==> config.mk <==
export PLATFORM = sky130hd
export DESIGN_NAME = security_association_table
export DESIGN_NICKNAME = d
export VERILOG_FILES = /design/src/design/sat_pkg.sv /design/src/design/sat_store.sv /design/src/design/security_association_table.sv
export SDC_FILE = /design/constraint.sdc
export NUM_CORES = 2
export LEC_CHECK = 0
export BUFFER_PORTS_ARGS = -buffer_cell sky130_fd_sc_hd__buf_2
export CAP_MARGIN = 40
export CORE_UTILIZATION = 36
export CTS_BUF_LIST = sky130_fd_sc_hd__clkbuf_2 sky130_fd_sc_hd__clkbuf_4 sky130_fd_sc_hd__clkbuf_8
export DETAILED_ROUTE_END_ITERATION = 7
export PLACE_DENSITY = 0.57
export SLEW_MARGIN = 15
export SYNTH_ARGS = -nofsm -noshare
export SYNTH_HDL_FRONTEND = slang
export SYNTH_MEMORY_MAX_BITS = 65536
export SYNTH_SLANG_ARGS = --single-unit
==> constraint.sdc <==
create_clock -name clk -period 9.55 [get_ports clk]
set_input_delay 0.4775 -clock clk [delete_from_list [all_inputs] [get_ports clk]]
set_output_delay 0.4775 -clock clk [all_outputs]
set_load 0.02 [all_outputs]
==> src/design/sat_pkg.sv <==
// Shared types and constants for the security association table.
package sat_pkg;

	localparam int KeyW  = 64;
	localparam int AttrW = 45;

	typedef logic [KeyW-1:0]  key_t;
	typedef logic [AttrW-1:0] attr_t;

	typedef enum logic [1:0] {
		ST_OK       = 2'd0,
		ST_EXISTS   = 2'd1,
		ST_FULL     = 2'd2,
		ST_NOTFOUND = 2'd3
	} status_t;

	typedef enum logic {
		OP_ADD = 1'b0,
		OP_DEL = 1'b1
	} op_t;

endpackage

==> src/design/sat_store.sv <==
// Entry storage: valid mark with key in one memory, attributes in another.
module sat_store
	import sat_pkg::*;
#(
	parameter int SLOTS = 64,
	parameter int IW    = 6
) (
	input  logic          clk,
	input  logic          we,
	input  logic [IW-1:0] waddr,
	input  logic          wvalid,
	input  key_t          wkey,
	input  logic          attr_we,
	input  attr_t         wattr,
	input  logic          re,
	input  logic [IW-1:0] raddr,
	output logic          rd_valid,
	output key_t          rd_key
);

	logic [KeyW:0] key_mem [SLOTS];
	attr_t         attr_mem [SLOTS];
	logic [KeyW:0] rd_q;

	always_ff @(posedge clk) begin
		if (we) begin
			key_mem[waddr] <= {wvalid, wkey};
		end
		if (re) begin
			rd_q <= key_mem[raddr];
		end
	end

	always_ff @(posedge clk) begin
		if (attr_we) begin
			attr_mem[waddr] <= wattr;
		end
	end

	assign rd_valid = rd_q[KeyW];
	assign rd_key   = rd_q[KeyW-1:0];

endmodule

==> src/design/security_association_table.sv <==
// Security association table: sequencer, key comparator and result register.
// After an input transfer the sequencer scans every slot, passes S_LAST, then commits in
// S_COMMIT and registers the result; no new item is taken until it is back in S_IDLE.
// A single compare unit scans one slot per cycle through the one read port
// of the key memory. Reset: asynchronous; a clearing pass then marks every
// slot free, during which no input is taken.
module security_association_table
	import sat_pkg::*;
#(
	parameter int SLOTS = 64
) (
	input  logic        clk,
	input  logic        arst_n,
	input  logic        in_valid,
	output logic        in_stall,
	input  logic [0:0]  op,
	input  logic [31:0] spi_value,
	input  logic [31:0] source_addr,
	input  logic [31:0] dest_addr,
	input  logic [7:0]  protocol_num,
	input  logic [0:0]  tunnel_mode,
	input  logic [1:0]  auth_kind,
	input  logic [1:0]  cipher_kind,
	output logic        out_valid,
	input  logic        out_stall,
	output logic [1:0]  status,
	output logic [5:0]  slot_index,
	output logic [6:0]  valid_count
);

	localparam int IW = (SLOTS > 1) ? $clog2(SLOTS) : 1;
	localparam int CW = $clog2(SLOTS + 1);
	localparam logic [IW-1:0] LastIdx = IW'(SLOTS - 1);

	localparam logic [2:0] S_CLEAR  = 3'd0;
	localparam logic [2:0] S_IDLE   = 3'd1;
	localparam logic [2:0] S_SCAN   = 3'd2;
	localparam logic [2:0] S_LAST   = 3'd3;
	localparam logic [2:0] S_COMMIT = 3'd4;

	logic [2:0]    state_q;
	logic [IW-1:0] idx_q;
	logic          chk_s1;
	logic [IW-1:0] chk_idx_s1;
	logic          hit_q;
	logic [IW-1:0] hit_idx_q;
	logic          free_q;
	logic [IW-1:0] free_idx_q;
	logic [CW-1:0] live_q;
	op_t           op_q;
	key_t          key_q;
	attr_t         attr_q;

	logic          out_valid_q;
	status_t       status_q;
	logic [5:0]    slot_q;
	logic [6:0]    count_q;

	logic          in_xfer;
	logic          out_free;
	logic          go;
	logic          wr_ok;
	status_t       res_status;
	logic [IW-1:0] res_slot;
	logic [CW-1:0] res_count;

	logic          mem_we;
	logic [IW-1:0] mem_waddr;
	logic          mem_wvalid;
	logic          attr_we;
	logic          mem_re;
	logic          rd_valid;
	key_t          rd_key;
	logic          key_eq;

	assign in_stall = (state_q != S_IDLE);
	assign in_xfer  = in_valid && !in_stall;
	assign out_free = !out_valid_q || !out_stall;
	assign go       = (state_q == S_COMMIT) && out_free;

	// Shared comparator: one stored key against the item key per cycle.
	assign key_eq = chk_s1 && rd_valid && (rd_key == key_q);

	always_comb begin
		res_status = ST_OK;
		res_slot   = '0;
		res_count  = live_q;
		wr_ok      = 1'b0;
		unique case (op_q)
			OP_ADD: begin
				if (hit_q) begin
					res_status = ST_EXISTS;
				end else if (!free_q) begin
					res_status = ST_FULL;
				end else begin
					wr_ok     = 1'b1;
					res_slot  = free_idx_q;
					res_count = live_q + CW'(1);
				end
			end
			OP_DEL: begin
				if (!hit_q) begin
					res_status = ST_NOTFOUND;
				end else begin
					wr_ok     = 1'b1;
					res_slot  = hit_idx_q;
					res_count = live_q - CW'(1);
				end
			end
			default: begin
				res_status = ST_OK;
			end
		endcase
	end

	always_comb begin
		mem_we     = 1'b0;
		mem_waddr  = idx_q;
		mem_wvalid = 1'b0;
		attr_we    = 1'b0;
		if (state_q == S_CLEAR) begin
			mem_we = 1'b1;
		end else if (go && wr_ok) begin
			mem_we     = 1'b1;
			mem_waddr  = res_slot;
			mem_wvalid = (op_q == OP_ADD);
			attr_we    = (op_q == OP_ADD);
		end
	end

	assign mem_re = (state_q == S_SCAN);

	sat_store #(
		.SLOTS (SLOTS),
		.IW    (IW)
	) u_store (
		.clk      (clk),
		.we       (mem_we),
		.waddr    (mem_waddr),
		.wvalid   (mem_wvalid),
		.wkey     (key_q),
		.attr_we  (attr_we),
		.wattr    (attr_q),
		.re       (mem_re),
		.raddr    (idx_q),
		.rd_valid (rd_valid),
		.rd_key   (rd_key)
	);

	always_ff @(posedge clk or negedge arst_n) begin
		if (!arst_n) begin
			state_q    <= S_CLEAR;
			idx_q      <= '0;
			chk_s1     <= 1'b0;
			hit_q      <= 1'b0;
			free_q     <= 1'b0;
			live_q     <= '0;
		end else begin
			chk_s1 <= (state_q == S_SCAN);
			if (key_eq && !hit_q) begin
				hit_q <= 1'b1;
			end
			if (chk_s1 && !rd_valid && !free_q) begin
				free_q <= 1'b1;
			end
			unique case (state_q)
				S_CLEAR: begin
					if (idx_q == LastIdx) begin
						idx_q   <= '0;
						state_q <= S_IDLE;
					end else begin
						idx_q <= idx_q + IW'(1);
					end
				end
				S_IDLE: begin
					if (in_xfer) begin
						idx_q   <= '0;
						hit_q   <= 1'b0;
						free_q  <= 1'b0;
						state_q <= S_SCAN;
					end
				end
				S_SCAN: begin
					if (idx_q == LastIdx) begin
						idx_q   <= '0;
						state_q <= S_LAST;
					end else begin
						idx_q <= idx_q + IW'(1);
					end
				end
				S_LAST: begin
					state_q <= S_COMMIT;
				end
				S_COMMIT: begin
					if (go) begin
						live_q  <= res_count;
						state_q <= S_IDLE;
					end
				end
				default: begin
					state_q <= S_IDLE;
				end
			endcase
		end
	end

	always_ff @(posedge clk) begin
		chk_idx_s1 <= idx_q;
		if (key_eq && !hit_q) begin
			hit_idx_q <= chk_idx_s1;
		end
		if (chk_s1 && !rd_valid && !free_q) begin
			free_idx_q <= chk_idx_s1;
		end
		if (in_xfer) begin
			op_q   <= op_t'(op);
			key_q  <= {spi_value, dest_addr};
			attr_q <= {source_addr, protocol_num, tunnel_mode, auth_kind, cipher_kind};
		end
	end

	always_ff @(posedge clk or negedge arst_n) begin
		if (!arst_n) begin
			out_valid_q <= 1'b0;
		end else begin
			if (go) begin
				out_valid_q <= 1'b1;
			end else if (!out_stall) begin
				out_valid_q <= 1'b0;
			end
		end
	end

	always_ff @(posedge clk) begin
		if (go) begin
			status_q <= res_status;
			slot_q   <= 6'(res_slot);
			count_q  <= 7'(res_count);
		end
	end

	assign out_valid   = out_valid_q;
	assign status      = status_q;
	assign slot_index  = slot_q;
	assign valid_count = count_q;

endmodule
==> summary.md <==
| Metric | Value |
|---|---|
| Clk slew on worst S/H paths | `0.06 ns` |
| Clock Power Share | `0.301` |
| I/O Pins | `131` |
| Worst-path fanout max | `122` |
| Drt pass-1 iters | `6` |
| DRT antenna net count | `0` |
| Fmax | `185 MHz` |
| Setup TNS | `0 ns` |
| NetSw | `14.8 mW` |
| Chip width | `679 um` |
| Post-Syn Area per Cell | `24.3 um2` |
| Via-to-Cell Ratio | `5.53` |
| Number of synthesized flops with an enable pin | `4317` |
| CTS sink cnt | `4343` |
| Placed wire-length estimate | `243000 um` |
| Std cell rows | `248` |
| Fin. Hold Viols | `0` |
| Count of cell types in the netlist | `56` |
| Clock buffer depth | `4` |
| Wirelength per Cell | `32.0 um` |
| Vias in the first global route | `82200` |
| Post-synth top flop | `edfxtp_1` |
| Synth area leader | `edfxtp_1` |
| Ys async rst share | `0.00461` |
| Crit path launch type | `flop` |
| Top cells by area, synth | `edfxtp_1 (79%), mux4_2 (16%), mux2i_1 (1.0%), buf_2 (0.34%), clkbuf_1 (0.32%)` |
| Clk_lat worst skew | `1.23 ns` |
| Arrival time worst endpoint | `6.23 ns` |
| Synthesis-to-finish area growth | `15.3%` |
| CP Class | `reg -> reg` |
| CORE AREA | `456000 um2` |
| Post-DP Area | `176000 um2` |
| CTS root buffer | `clkbuf_8` |
| Pwr/cell area | `267 nW/um2` |
| Final Skew | `0.0715 ns` |
| Max Cap Viol | `0` |
| CTS tree | `yes` |
| Syn nets | `6916` |
| Port-buffer cells | `85` |
| Post-Layout Cell Count | `14300` |
| Final worst path period share | `0.567` |
| Final setup viols | `0` |
| Fin nets | `7809` |
| Logic gate share of total power | `0.254` |
| Gpl congestion | `0.788` |
| Post_cts resized | `0` |
| Global-route wire length before repair | `636000 um` |
| CTS Hold Bufs | `132` |
| Die ar. | `461000 um2` |
| Initial Utilization | `0.362` |
| Synth Cell Area | `165000 um2` |
| Sw Ratio | `0.292` |
| Via Count | `79400` |
| Slew Limit Fails | `0` |
| RSZ-0062 raised after global routing | `false` |
| GR Util All Layers | `0.195` |
| Pint | `36.0 mW` |
| Worst slew pin tran | `1.05 ns` |
| Layout cell share with drive strength beyond 1 | `0.339` |
| Peak VDD IR | `0.243 mV` |
| Reg power frac | `0.446` |
| Hold/Removal Path Class | `in -> reg` |
| Final wirelength | `459000 um` |
| Post-layout instance area | `190000 um2` |
| Synth warnings | `0` |
| Drt drc | `0` |
| Remaining Overflow, GRT | `0` |
| Minimum clock period | `5.41 ns` |
| H-tree levels | `6` |
| Commonest non-fill, non-tap cells in the layout | `edfxtp_1 (4317), mux4_2 (1195), clkbuf_8 (685)` |
| Initial DRC Count | `9943` |
| Required @ worst endpoint | `10.37 ns` |
| Synth top area share | `0.785` |
| Largest net degree at the start of global routing | `133` |
| Seq/Total Area, Yosys | `0.789` |
| Post-CTS Setup Inserts | `0` |
| DIE HEIGHT | `679 um` |
| Dpl cells | `13000` |
| Max-slew headroom | `0.301` |
| CP Capture Type | `flop` |
| Cell count after synthesis | `6799` |
| Initial antenna violation count | `15` |
| Lkg Pwr | `58.6 nW` |
| Status | `complete, no violations` |
| Register bit total from synthesis | `4343` |
| Cts bufs inserted | `677` |
| Most common cell after layout, fill and taps aside | `edfxtp_1` |
## cells in the mapped netlist, types with 42 or more instances
| library cell | n |
|---|---|
| edfxtp_1 | 4317 |
| mux4_2 | 1195 |
| mux2i_1 | 165 |
| clkbuf_1 | 140 |
| nor2_1 | 125 |
| buf_2 | 112 |
| nand2_1 | 83 |
| a21oi_1 | 76 |
| a22oi_1 | 59 |
| o21ai_0 | 49 |
| buf_1 | 47 |
| xor2_1 | 42 |
## final timing paths
check | start | end | slack (ns) | depth (start not counted)
setup / recovery | idx_q[1]$_DFFE_PN0P_ | u_store.key_mem[26][50]$_DFFE_PP_ | 4.14 | 8
hold / removal | dest_addr[11] | key_q[11]$_DFFE_PP_ | 0.11 | 2
setup reg to reg | idx_q[1]$_DFFE_PN0P_ | u_store.key_mem[26][50]$_DFFE_PP_ | 4.14 | 8
hold reg to reg | chk_idx_s1[2]$_DFF_P_ | free_idx_q[2]$_DFFE_PP_ | 0.42 | 0
max in group asynchronous | arst_n | idx_q[2]$_DFFE_PN0P_ | 8.72 | 4
min in group asynchronous | arst_n | out_valid$_DFFE_PN0P_ | 0.40 | 4
## kinds of logic (layout without fill, tap and decap cells)
kind of cell             after synthesis  in the layout  synth area share
multiplexers                        1371           1371             0.174
adder cells (fa/ha/maj)                3              3          0.000227
flip-flops                          4343           4343             0.789
other                                  0              3                 0
buffers and inverters                376           1794            0.0114
AND/OR/NAND/NOR                      297            297           0.00814
XOR/XNOR                              67             67           0.00355
AO/OA/AOI/OAI                        342            342            0.0139
## critical path: stages, from the launching register on
cell	delay (ns)
dfrtp_4	0.85
buf_12	0.58
nor2b_1	0.81
nand2_1	0.16
o31ai_1	0.16
nand2_1	0.56
nor2_4	0.76
buf_16	0.25
buf_4	0.55
## sequential cells by signal, summed over array words and instances, names as in the netlist, 7 cells and up
signal and count:
key_q 64, u_store.rd_q 65, u_store.key_mem 4160, live_q 7, valid_count 7
## metal layers
layer	routed length (um)	track usage
met1	186000	0.268
met2	224000	0.319
met3	36100	0.0339
met4	13000	0.0597
met5	43	0
## area by class of cell
type	instances	area [um2]
fillers	39200	266000
flip-flops and latches	4343	130000
multi-input cells	2080	33500
clock buffers	945	11400
well taps	6125	7660
repair buffers	567	5790
clock inverters	259	1670
inverters	23	86.3
diodes	3	7.51
## per-stage QoR
step	total power, mW	utilization	hold WS, ns	worst slack (ns)
after floorplan	31.9	-	0.182	4.31
after global placement	35.7	0.382	0.406	3.89
after detailed placement	36.0	0.385	0.411	4.07
after CTS	51.2	0.416	0.00725	4.07
after global routing	52.7	0.417	0.0676	4.11
final	50.8	0.417	0.108	4.14
## power groups by stage
stage | sequential, mW | combinational [mW] | clock (mW)
after global placement | 23.1 | 12.7 | 0
final | 22.7 | 12.9 | 15.3
after CTS | 22.7 | 13.0 | 15.5
after global routing | 22.7 | 13.6 | 16.3
after detailed placement | 23.1 | 12.9 | 0
after floorplan | 23.2 | 8.65 | 0
No activity file was read; power rests on OpenSTA's default activity.
